==> config.mk <==
export PLATFORM = sky130hd
export DESIGN_NAME = least_loaded_replica_placer_unit
export DESIGN_NICKNAME = d
export VERILOG_FILES = /design/src/design/llrp_pkg.sv /design/src/design/llrp_ctrl.sv /design/src/design/llrp_dp.sv /design/src/design/least_loaded_replica_placer_unit.sv
export VERILOG_INCLUDE_DIRS = /design/src /design/src/design
export SDC_FILE = /design/constraint.sdc
export NUM_CORES = 2
export LEC_CHECK = 0
export BUFFER_PORTS_ARGS = -buffer_cell sky130_fd_sc_hd__buf_4
export CAP_MARGIN = 0
export CORE_MARGIN = 4
export CORE_UTILIZATION = 40
export CTS_BUF_LIST = sky130_fd_sc_hd__clkbuf_8 sky130_fd_sc_hd__clkbuf_16
export DETAILED_ROUTE_END_ITERATION = 10
export MAX_ROUTING_LAYER = met4
export PLACE_DENSITY_LB_ADDON = 0.3
export SYNTH_ARGS = -nofsm -noshare
export SYNTH_HDL_FRONTEND = slang
export SYNTH_HIERARCHICAL = 1
export SYNTH_SLANG_ARGS = --single-unit
==> constraint.sdc <==
create_clock -name clk -period 9.7 [get_ports clk]
set_input_delay 1.94 -clock clk [delete_from_list [all_inputs] [get_ports clk]]
set_output_delay 1.94 -clock clk [all_outputs]
set_load 0.05 [all_outputs]
==> src/design/assert_macros.svh <==
// assertion macros included by the top level design file
`ifndef ASSERT_MACROS_SVH
`define ASSERT_MACROS_SVH

// property checked on every rising edge outside reset
`define ASSERT_CLK(label, clk, rst, prop, msg) \
  label: assert property (@(posedge clk) disable iff (rst) (prop)) else $error(msg);

// condition that must never be seen outside reset
`define ASSERT_NEVER(label, clk, rst, cond, msg) \
  label: assert property (@(posedge clk) disable iff (rst) !(cond)) else $error(msg);

`endif

==> src/design/llrp_pkg.sv <==
// types, constants and control bundles of the replica placer
package llrp_pkg;

  localparam int NODES    = 16;
  localparam int REPLICAS = 3;
  localparam int NODE_W   = $clog2(NODES);
  localparam int LOAD_W   = 24;
  localparam int QUOTA_W  = 16;
  localparam int CHUNK_W  = 16;
  localparam int MASK_W   = 16;
  localparam int CNT_W    = 5;
  localparam int IDX_W    = 5;
  localparam int GRP_SIZE = 4;
  localparam int GRP_N    = (NODES + GRP_SIZE - 1) / GRP_SIZE;
  localparam int RND_W    = $clog2(REPLICAS + 1);
  localparam int ONL_W    = $clog2(NODES + 1);

  localparam logic [LOAD_W-1:0] LOAD_MAX = '1;

  // result status codes
  localparam logic [1:0] ST_PLACED  = 2'd0;
  localparam logic [1:0] ST_NO_NODE = 2'd1;
  localparam logic [1:0] ST_EXISTS  = 2'd2;

  // configuration port
  localparam int APB_AW = 2;
  localparam int APB_DW = 32;
  localparam logic [CNT_W-1:0] NODE_COUNT_RESET = 5'd16;

  typedef struct packed {
    logic [CHUNK_W-1:0] chunk_count;
    logic [MASK_W-1:0]  online_mask;
    logic               file_exists;
  } in_word_t;

  typedef struct packed {
    logic [IDX_W-1:0]   node_index;
    logic [QUOTA_W-1:0] quota;
    logic [1:0]         status;
    logic               last;
  } out_word_t;

  typedef struct packed {
    logic capture;
    logic grp;
    logic fin;
    logic upd;
    logic bulk;
    logic pend;
    logic emit;
    logic fail;
  } ctrl_cmd_t;

  typedef struct packed {
    logic fail_exists;
    logic fail_none;
    logic bulk_ok;
    logic rnd_last;
    logic fin_none;
    logic chunk_last;
    logic out_free;
    logic emit_last;
  } ctrl_stat_t;

endpackage

==> src/design/llrp_ctrl.sv <==
// sequencing state machine of the replica placer
module llrp_ctrl import llrp_pkg::*; (
  input  logic       clk,
  input  logic       rst,
  input  logic       in_valid,
  output logic       in_ready,
  input  ctrl_stat_t stat,
  output ctrl_cmd_t  cmd
);

  typedef enum logic [8:0] {
    S_IDLE  = 9'b000000001,
    S_START = 9'b000000010,
    S_FAIL  = 9'b000000100,
    S_BULK  = 9'b000001000,
    S_GRP   = 9'b000010000,
    S_FIN   = 9'b000100000,
    S_UPD   = 9'b001000000,
    S_PEND  = 9'b010000000,
    S_EMIT  = 9'b100000000
  } state_t;

  state_t state, state_next;

  assign in_ready = (state == S_IDLE);

  always_comb begin
    state_next = state;
    cmd        = '0;
    case (state)
      S_IDLE: begin
        if (in_valid) begin
          cmd.capture = 1'b1;
          state_next  = S_START;
        end
      end
      S_START: begin
        if (stat.fail_exists || stat.fail_none) begin
          state_next = S_FAIL;
        end else if (stat.bulk_ok) begin
          state_next = S_BULK;
        end else begin
          state_next = S_GRP;
        end
      end
      S_FAIL: begin
        if (stat.out_free) begin
          cmd.fail   = 1'b1;
          state_next = S_IDLE;
        end
      end
      S_BULK: begin
        cmd.bulk   = 1'b1;
        state_next = S_PEND;
      end
      S_GRP: begin
        cmd.grp    = 1'b1;
        state_next = S_FIN;
      end
      S_FIN: begin
        cmd.fin = 1'b1;
        if (stat.rnd_last || stat.fin_none) begin
          state_next = S_UPD;
        end else begin
          state_next = S_GRP;
        end
      end
      S_UPD: begin
        cmd.upd = 1'b1;
        if (stat.chunk_last) begin
          state_next = S_PEND;
        end else begin
          state_next = S_GRP;
        end
      end
      S_PEND: begin
        cmd.pend   = 1'b1;
        state_next = S_EMIT;
      end
      S_EMIT: begin
        if (stat.out_free) begin
          cmd.emit = 1'b1;
          if (stat.emit_last) begin
            state_next = S_IDLE;
          end
        end
      end
      default: begin
        state_next = S_IDLE;
      end
    endcase
  end

  always_ff @(posedge clk) begin
    if (rst) begin
      state <= S_IDLE;
    end else begin
      state <= state_next;
    end
  end

endmodule

==> src/design/llrp_dp.sv <==
// load table, minimum search, quota counters and result register
module llrp_dp import llrp_pkg::*; (
  input  logic             clk,
  input  logic             rst,
  input  ctrl_cmd_t        cmd,
  output ctrl_stat_t       stat,
  input  in_word_t         in_word,
  input  logic [CNT_W-1:0] node_count,
  output logic             out_valid,
  input  logic             out_ready,
  output out_word_t        out_word
);

  logic [LOAD_W-1:0]  node_load [NODES];
  logic [QUOTA_W-1:0] quota     [NODES];
  logic [CHUNK_W-1:0] chunks;
  logic [CHUNK_W-1:0] chunks_left;
  logic               exists;
  logic [NODES-1:0]   online;
  logic [NODES-1:0]   picked;
  logic [NODES-1:0]   pending;
  logic [RND_W-1:0]   rnd;

  logic [LOAD_W-1:0]  grp_load [GRP_N];
  logic [NODE_W-1:0]  grp_idx  [GRP_N];
  logic [GRP_N-1:0]   grp_ok;

  logic [LOAD_W-1:0]  g_load [GRP_N];
  logic [NODE_W-1:0]  g_idx  [GRP_N];
  logic [GRP_N-1:0]   g_ok;

  logic [LOAD_W-1:0]  fin_load;
  logic [NODE_W-1:0]  fin_idx;
  logic               fin_ok;

  logic [ONL_W-1:0]   online_ct;
  logic [NODE_W-1:0]  emit_idx;
  logic [NODES-1:0]   pend_rest;
  out_word_t          emit_word;
  out_word_t          fail_word;

  function automatic logic [LOAD_W-1:0] sat_add(input logic [LOAD_W-1:0] a,
                                                input logic [CHUNK_W-1:0] b);
    logic [LOAD_W:0] s;
    s = {1'b0, a} + (LOAD_W + 1)'(b);
    return s[LOAD_W] ? LOAD_MAX : s[LOAD_W-1:0];
  endfunction

  // online count of the captured request
  always_comb begin
    online_ct = '0;
    for (int i = 0; i < NODES; i++) begin
      online_ct = online_ct + ONL_W'(online[i]);
    end
  end

  // first level: least loaded free node inside each group of four
  always_comb begin
    int n;
    for (int g = 0; g < GRP_N; g++) begin
      g_ok[g]   = 1'b0;
      g_load[g] = '0;
      g_idx[g]  = '0;
      for (int j = 0; j < GRP_SIZE; j++) begin
        n = g * GRP_SIZE + j;
        if (n < NODES) begin
          if (online[n] && !picked[n] && (!g_ok[g] || node_load[n] < g_load[g])) begin
            g_ok[g]   = 1'b1;
            g_load[g] = node_load[n];
            g_idx[g]  = NODE_W'(n);
          end
        end
      end
    end
  end

  // second level: winner across the registered group results
  always_comb begin
    fin_ok   = 1'b0;
    fin_load = '0;
    fin_idx  = '0;
    for (int g = 0; g < GRP_N; g++) begin
      if (grp_ok[g] && (!fin_ok || grp_load[g] < fin_load)) begin
        fin_ok   = 1'b1;
        fin_load = grp_load[g];
        fin_idx  = grp_idx[g];
      end
    end
  end

  // lowest pending node goes out next
  always_comb begin
    emit_idx = '0;
    for (int i = NODES - 1; i >= 0; i--) begin
      if (pending[i]) begin
        emit_idx = NODE_W'(i);
      end
    end
    pend_rest           = pending;
    pend_rest[emit_idx] = 1'b0;
  end

  always_comb begin
    emit_word.node_index = IDX_W'(emit_idx) + IDX_W'(1);
    emit_word.quota      = quota[emit_idx];
    emit_word.status     = ST_PLACED;
    emit_word.last       = (pend_rest == '0);
    fail_word.node_index = '0;
    fail_word.quota      = '0;
    fail_word.status     = stat.fail_exists ? ST_EXISTS : ST_NO_NODE;
    fail_word.last       = 1'b1;
  end

  always_comb begin
    stat.fail_exists = exists || (chunks == '0);
    stat.fail_none   = (online_ct == '0);
    stat.bulk_ok     = (online_ct <= ONL_W'(REPLICAS));
    stat.rnd_last    = (rnd == RND_W'(REPLICAS - 1));
    stat.fin_none    = !fin_ok;
    stat.chunk_last  = (chunks_left == CHUNK_W'(1));
    stat.out_free    = !out_valid || out_ready;
    stat.emit_last   = (pend_rest == '0);
  end

  // state with a defined reset value
  always_ff @(posedge clk) begin
    if (rst) begin
      for (int i = 0; i < NODES; i++) begin
        node_load[i] <= '0;
      end
      out_valid <= 1'b0;
    end else begin
      for (int i = 0; i < NODES; i++) begin
        if (cmd.upd && picked[i]) begin
          node_load[i] <= sat_add(node_load[i], CHUNK_W'(1));
        end else if (cmd.bulk && online[i]) begin
          node_load[i] <= sat_add(node_load[i], chunks);
        end
      end
      if (cmd.emit || cmd.fail) begin
        out_valid <= 1'b1;
      end else if (out_ready) begin
        out_valid <= 1'b0;
      end
    end
  end

  // per-request working registers, set up on capture
  always_ff @(posedge clk) begin
    if (cmd.capture) begin
      chunks      <= in_word.chunk_count;
      chunks_left <= in_word.chunk_count;
      exists      <= in_word.file_exists;
      picked      <= '0;
      rnd         <= '0;
      for (int i = 0; i < NODES; i++) begin
        online[i] <= (node_count > CNT_W'(i)) && in_word.online_mask[i];
        quota[i]  <= '0;
      end
    end
    if (cmd.grp) begin
      for (int g = 0; g < GRP_N; g++) begin
        grp_ok[g]   <= g_ok[g];
        grp_load[g] <= g_load[g];
        grp_idx[g]  <= g_idx[g];
      end
    end
    if (cmd.fin) begin
      if (fin_ok) begin
        picked[fin_idx] <= 1'b1;
      end
      rnd <= rnd + RND_W'(1);
    end
    if (cmd.upd) begin
      for (int i = 0; i < NODES; i++) begin
        if (picked[i]) begin
          quota[i] <= quota[i] + QUOTA_W'(1);
        end
      end
      picked      <= '0;
      rnd         <= '0;
      chunks_left <= chunks_left - CHUNK_W'(1);
    end
    if (cmd.bulk) begin
      for (int i = 0; i < NODES; i++) begin
        if (online[i]) begin
          quota[i] <= chunks;
        end
      end
    end
    if (cmd.pend) begin
      for (int i = 0; i < NODES; i++) begin
        pending[i] <= (quota[i] != '0);
      end
    end else if (cmd.emit) begin
      pending <= pend_rest;
    end
    if (cmd.emit) begin
      out_word <= emit_word;
    end else if (cmd.fail) begin
      out_word <= fail_word;
    end
  end

endmodule

==> src/design/least_loaded_replica_placer_unit.sv <==
// top level of the least loaded replica placer
//
//   port group      dir  word                         handshake
//   in_*            in   chunk_count, online_mask,    in_valid / in_ready
//                        file_exists
//   out_*           out  node_index, quota, status,   out_valid / out_ready
//                        last
//   p* (apb)        in   node_count at offset 0       psel / penable, pready tied high
//
// one request at a time: a capture step and a decision step, then per chunk
//   up to 3 picks through the two-level minimum search and an update,
//   or a single bulk update for all chunks when at most 3 nodes are online
// then a step to collect quotas, then the result words, lowest node first
// a failure word is loaded in the fail state; out_ready low stalls the
//   result register and holds the sequencer, in_ready returns once the last word is loaded
// rst is synchronous: all loads go to zero and node_count to 16
module least_loaded_replica_placer_unit import llrp_pkg::*; (
  input  logic              clk,
  input  logic              rst,
  // configuration
  input  logic              psel,
  input  logic              penable,
  input  logic              pwrite,
  input  logic [APB_AW-1:0] paddr,
  input  logic [APB_DW-1:0] pwdata,
  output logic [APB_DW-1:0] prdata,
  output logic              pready,
  // request words
  input  logic              in_valid,
  output logic              in_ready,
  input  in_word_t          in_word,
  // result words
  output logic              out_valid,
  input  logic              out_ready,
  output out_word_t         out_word
);

  `include "assert_macros.svh"

  logic [CNT_W-1:0] node_count;
  logic             cfg_wr;
  ctrl_cmd_t        cmd;
  ctrl_stat_t       stat;

  // single register, so every write lands in node_count
  assign pready = 1'b1;
  assign cfg_wr = psel && penable && pwrite;
  assign prdata = APB_DW'(node_count);

  always_ff @(posedge clk) begin
    if (rst) begin
      node_count <= NODE_COUNT_RESET;
    end else if (cfg_wr) begin
      node_count <= pwdata[CNT_W-1:0];
    end
  end

  // sequencer
  llrp_ctrl u_ctrl (
    .clk      (clk),
    .rst      (rst),
    .in_valid (in_valid),
    .in_ready (in_ready),
    .stat     (stat),
    .cmd      (cmd)
  );

  // load table, search and result register
  llrp_dp u_dp (
    .clk        (clk),
    .rst        (rst),
    .cmd        (cmd),
    .stat       (stat),
    .in_word    (in_word),
    .node_count (node_count),
    .out_valid  (out_valid),
    .out_ready  (out_ready),
    .out_word   (out_word)
  );

  // failure words carry no node and close the request
  `ASSERT_CLK(a_fail_word, clk, rst, out_valid && out_word.status != ST_PLACED |-> out_word.node_index == '0 && out_word.quota == '0 && out_word.last, "failure word malformed")

  // placed words name a node in use and a nonzero quota
  `ASSERT_CLK(a_placed_word, clk, rst, out_valid && out_word.status == ST_PLACED |-> out_word.quota != '0 && out_word.node_index != '0 && out_word.node_index <= node_count, "placed word out of range")

  // a captured request blocks further requests through the decision state
  `ASSERT_CLK(a_one_at_a_time, clk, rst, in_valid && in_ready |=> !in_ready, "request accepted while busy")

  // no status code beyond the three defined ones
  `ASSERT_NEVER(a_status_code, clk, rst, out_valid && out_word.status == 2'd3, "undefined status code")

endmodule
==> Implementation_results.wiki <==
{| class="wikitable"
! Metric !! Value
|-
| Finish-stage setup viols || 0
|-
| First-iteration detailed-routing DRC count || around 7100
|-
| Maximum single-stage delay on the critical path || about 620 ps
|-
| Setup clock skew after layout || 28.1 ps
|-
| GRT Util Overall || between 20% and 30%
|-
| Routing usage on met1 || 33.9%
|-
| Synth area leaders || sky130_fd_sc_hd__edfxtp_1 34%, sky130_fd_sc_hd__ha_1 11%, sky130_fd_sc_hd__mux2i_1 5.1%
|-
| Status || complete, no violations
|-
| Switch share || a little over a third
|-
| Number of levels in the clock H-tree || 3
|-
| Rows || around 160
|-
| Clock buffers created by TritonCTS || about 110
|-
| Placed Instances || 10651
|-
| Async set-or-reset flop fraction in the synthesized netlist || 0%
|-
| Slowest-stage cell, CP || sky130_fd_sc_hd__or2_2
|-
| Net switching power || 4.41 mW
|-
| Global route total overflow || 0
|-
| Worst-case clock buffer depth || 3
|-
| Number of slew-limit violations in the final report || 0
|-
| Insertion delay of the later-clocked pin in the worst-skew pair || between 700 and 800 ps
|-
| Worst Tran Pin Value || 1220 ps
|-
| Clock tree root driver cell || sky130_fd_sc_hd__clkbuf_16
|-
| Class of the worst hold path || reg2reg
|-
| CTS tree || done
|-
| Unrepaired setup endpoints after global routing || false
|-
| Area Growth Syn to Fin || 9.18%
|-
| Sequential power share || 39.0%
|-
| Normalized max-slew margin || 18.1%
|-
| Maximum number of pins on one net before global-route repair || 74
|-
| Synth warn || 6
|-
| Total negative setup slack || 0 ps
|-
| Fraction of synthesized cell area taken by the top area cell type || between 30 and 40%
|-
| Via count of the first global-routing pass || between 60000 and 70000
|-
| Die extent in x || between 400 and 500 um
|-
| # nets final || 9042
|-
| DRT antenna net count || 0
|-
| Met3 global-route usage || 3.36%
|-
| First-pass detailed-route iteration total || 8
|-
| Number of distinct standard cells referenced by the synthesized netlist || roughly 110
|-
| Final min period || about 9100 ps
|-
| Power per standard cell area || 155 mW/mm^2
|-
| Buffers and inverters on the worst path || 5
|-
| Number of top-level pins || ~130
|-
| DR vias/cell || around 6.1
|-
| Via count || 66052
|-
| CTS clk-pin slew, worst paths || around 70 ps
|-
| Max-capacitance violation count || 0
|-
| Number of antenna violations at the first check in global routing || 7
|-
| Hold Vio Cnt, Final || 0
|-
| Peak VDD IR || 149 uV
|-
| Initial Utilization || around two fifths
|-
| DR DRC count || 0
|-
| Yosys top cell by area || sky130_fd_sc_hd__edfxtp_1
|-
| Number of standard cells in the final layout excluding fillers || between 10000 and 15000
|-
| Share of total power in combinational logic || 27.4%
|-
| Wire length of the first global-routing pass || 378000 um
|-
| TritonCTS Sinks || 873
|-
| Fmax achieved || 110 MHz
|-
| Number of synthesized register bits || around 870
|-
| Share of the yosys chip area belonging to registers || 34.4%
|-
| Quantity of I/O buffers inserted on ports || 75
|-
| Endpoint class of the critical path || register
|-
| Detailed Route WL || 251000 um
|-
| Category of the critical setup timing path || reg2reg
|-
| Core Region || approximately 0.19 mm^2
|-
| Area enclosed by the die boundary || slightly below 0.2 mm^2
|-
| Kind of start point of the critical path || register
|-
| Top flip-flop cell by instance count after synthesis || sky130_fd_sc_hd__edfxtp_1
|-
| Number of enable flip-flop cells after synthesis || between 800 and 900
|-
| Share of post-route cells with drive strength above 1 || between 5 and 6%
|-
| Leakage power || between 30 and 40 nW
|-
| CP Max Fanout || 47
|-
| Required time of the worst setup path || 10210 ps
|-
| Global-route track usage on met2 || roughly two fifths
|-
| Filler cell count in the final layout || 17747
|-
| Cell area after technology mapping || ~0.075 mm^2
|-
| Top Usage Layer GRT || met2
|-
| Chip height || roughly 440 um
|-
| Average cell area after synthesis || ~9 um^2
|-
| HPWL after detailed placement || 179000 um
|-
| Number of instances in the synthesized netlist || 8315
|-
| Cell family contributing the most delay on the critical path || compound AO/OA/AOI/OAI gates
|-
| Clock power share || around 34%
|-
| Final worst-path cycle share || between 90% and 100%
|-
| Data arrival at the endpoint of the critical path || between 9000 and 10000 ps
|-
| Final RePlAce weighted congestion || 0.964
|-
| Internal Power || a little over 8 mW
|-
| Wire length per cell || 23.1 um
|}
[cell type report]
cell class              count  area (um^2)  share of cell area [%]
diodes                      4         10.0                  0.0122
clock buffers             111         2740                    3.35
clock inverters            90          922                    1.12
inverters                 393         1480                    1.80
multi-input cells        6715        46400                    56.6
flip-flops and latches    873        25900                    31.5
well taps                2480         3100                    3.78
repair buffers            192         1460                    1.78
[worst register-to-register path, delay by kind of cell (launching register included)]
| kind | cells | cell delay [ps] |
|---|---|---|
| and+or+nand+nor | 10 | 2110 |
| AOI/OAI and AO/OA | 13 | 3000 |
| muxes | 3 | 920 |
| adders and majority gates | 3 | 980 |
| DFF | 1 | 520 |
| buffers and inverters | 5 | 1370 |
[logic make-up (layout without fill, tap and decap cells)]
group                      Yosys count  count (layout)  share of synthesized area [%]
AOI/OAI and AO/OA                 2030            2030                           17.9
xor gates and xnor gates           732             732                           8.54
adders and majority gates          687             687                           11.7
buffers and inverters              754             786                           4.06
DFF                                873             873                           34.4
muxes                              392             392                           5.25
other                                2              32                         0.0100
and+or+nand+nor                   2845            2846                           18.1
[per-stage QoR]
step	util, %	worst slack, ps	power, mW	hold slack, ps	instance area (um^2)
after floorplan	-	1650	7.28	448	75200
after global placement	42.1	692	8.33	500	78300
after detailed placement	42.1	624	8.42	497	78300
after CTS	44.1	575	12.7	506	82000
after global routing	44.1	31.1	13.3	550	82000
final	44.1	568	12.7	502	82000
[sequential cells by signal, indices dropped and copies added, names as in the netlist]
name              flops
node_count            5
u_ctrl/state          9
u_dp/chunks          16
u_dp/chunks_left     16
u_dp/exists           1
u_dp/grp_idx         11
u_dp/grp_load        96
u_dp/grp_ok           4
u_dp/node_load      384
u_dp/online          16
u_dp/out_valid        1
u_dp/out_word        24
u_dp/pending         16
u_dp/picked          16
u_dp/quota          256
u_dp/rnd              2
[power groups by stage]
stage / clock network (mW) / logic [mW] / registers, mW
after CTS: 4.35 / 3.44 / 4.94
final: 4.27 / 3.48 / 4.95
after global placement: 0 / 3.33 / 5.00
after global routing: 4.50 / 3.79 / 4.99
after detailed placement: 0 / 3.41 / 5.01
after floorplan: 0 / 2.40 / 4.88
[cell usage in the layout, fill, tap and decap left out, drive strengths merged, types with 161 or more instances in the layout]
master,Yosys,routed
xor2,349,349
nand2,994,994
edfxtp,838,838
o21ai,602,602
and3,161,161
nor2,571,572
inv,393,419
ha,661,661
nor3,184,184
nand3,297,297
a21oi,385,385
xnor2,383,383
mux2i,381,381
a221oi,259,259
buf,93,192
[worst paths after layout]
check                        from              endpoint  slack [ps]  depth (start not counted)
hold / removal    u_dp/picked[15]       u_dp/picked[15]         500                          2
setup reg to reg   u_dp/online[8]  u_dp/grp_load[2][18]         570                         34
setup / recovery   u_dp/online[8]  u_dp/grp_load[2][18]         570                         34
hold reg to reg   u_dp/picked[15]       u_dp/picked[15]         500                          2
[per-layer routing]
layer,vias up,part of all wire (%),wire [um]
met4,0,4.6,11500
li1,30824,-,-
met1,32005,43,107000
met3,489,7.6,18900
met5,-,0,0
met2,2734,45,113000
[Yosys cell counts, types with 182 or more instances]
master and instances:
sky130_fd_sc_hd__a221oi_1 259, sky130_fd_sc_hd__nand2_1 994, sky130_fd_sc_hd__ha_1 661, sky130_fd_sc_hd__a21oi_1 383, sky130_fd_sc_hd__nor3_1 182, sky130_fd_sc_hd__o21ai_0 552, sky130_fd_sc_hd__mux2i_1 381, sky130_fd_sc_hd__inv_1 391
sky130_fd_sc_hd__xor2_1 349, sky130_fd_sc_hd__nor2_1 570, sky130_fd_sc_hd__xnor2_1 383, sky130_fd_sc_hd__edfxtp_1 838, sky130_fd_sc_hd__nand3_1 297, sky130_fd_sc_hd__clkbuf_1 268
[repair_timing]
| item | CTS | global route |
|---|---|---|
| resized for setup | 0 | 1 |
| hold buffers | 0 | 0 |
| setup buffers | 0 | 1 |
| setup endpoints to repair | 0 | 30 |
Power figures use the tool's default switching activity.
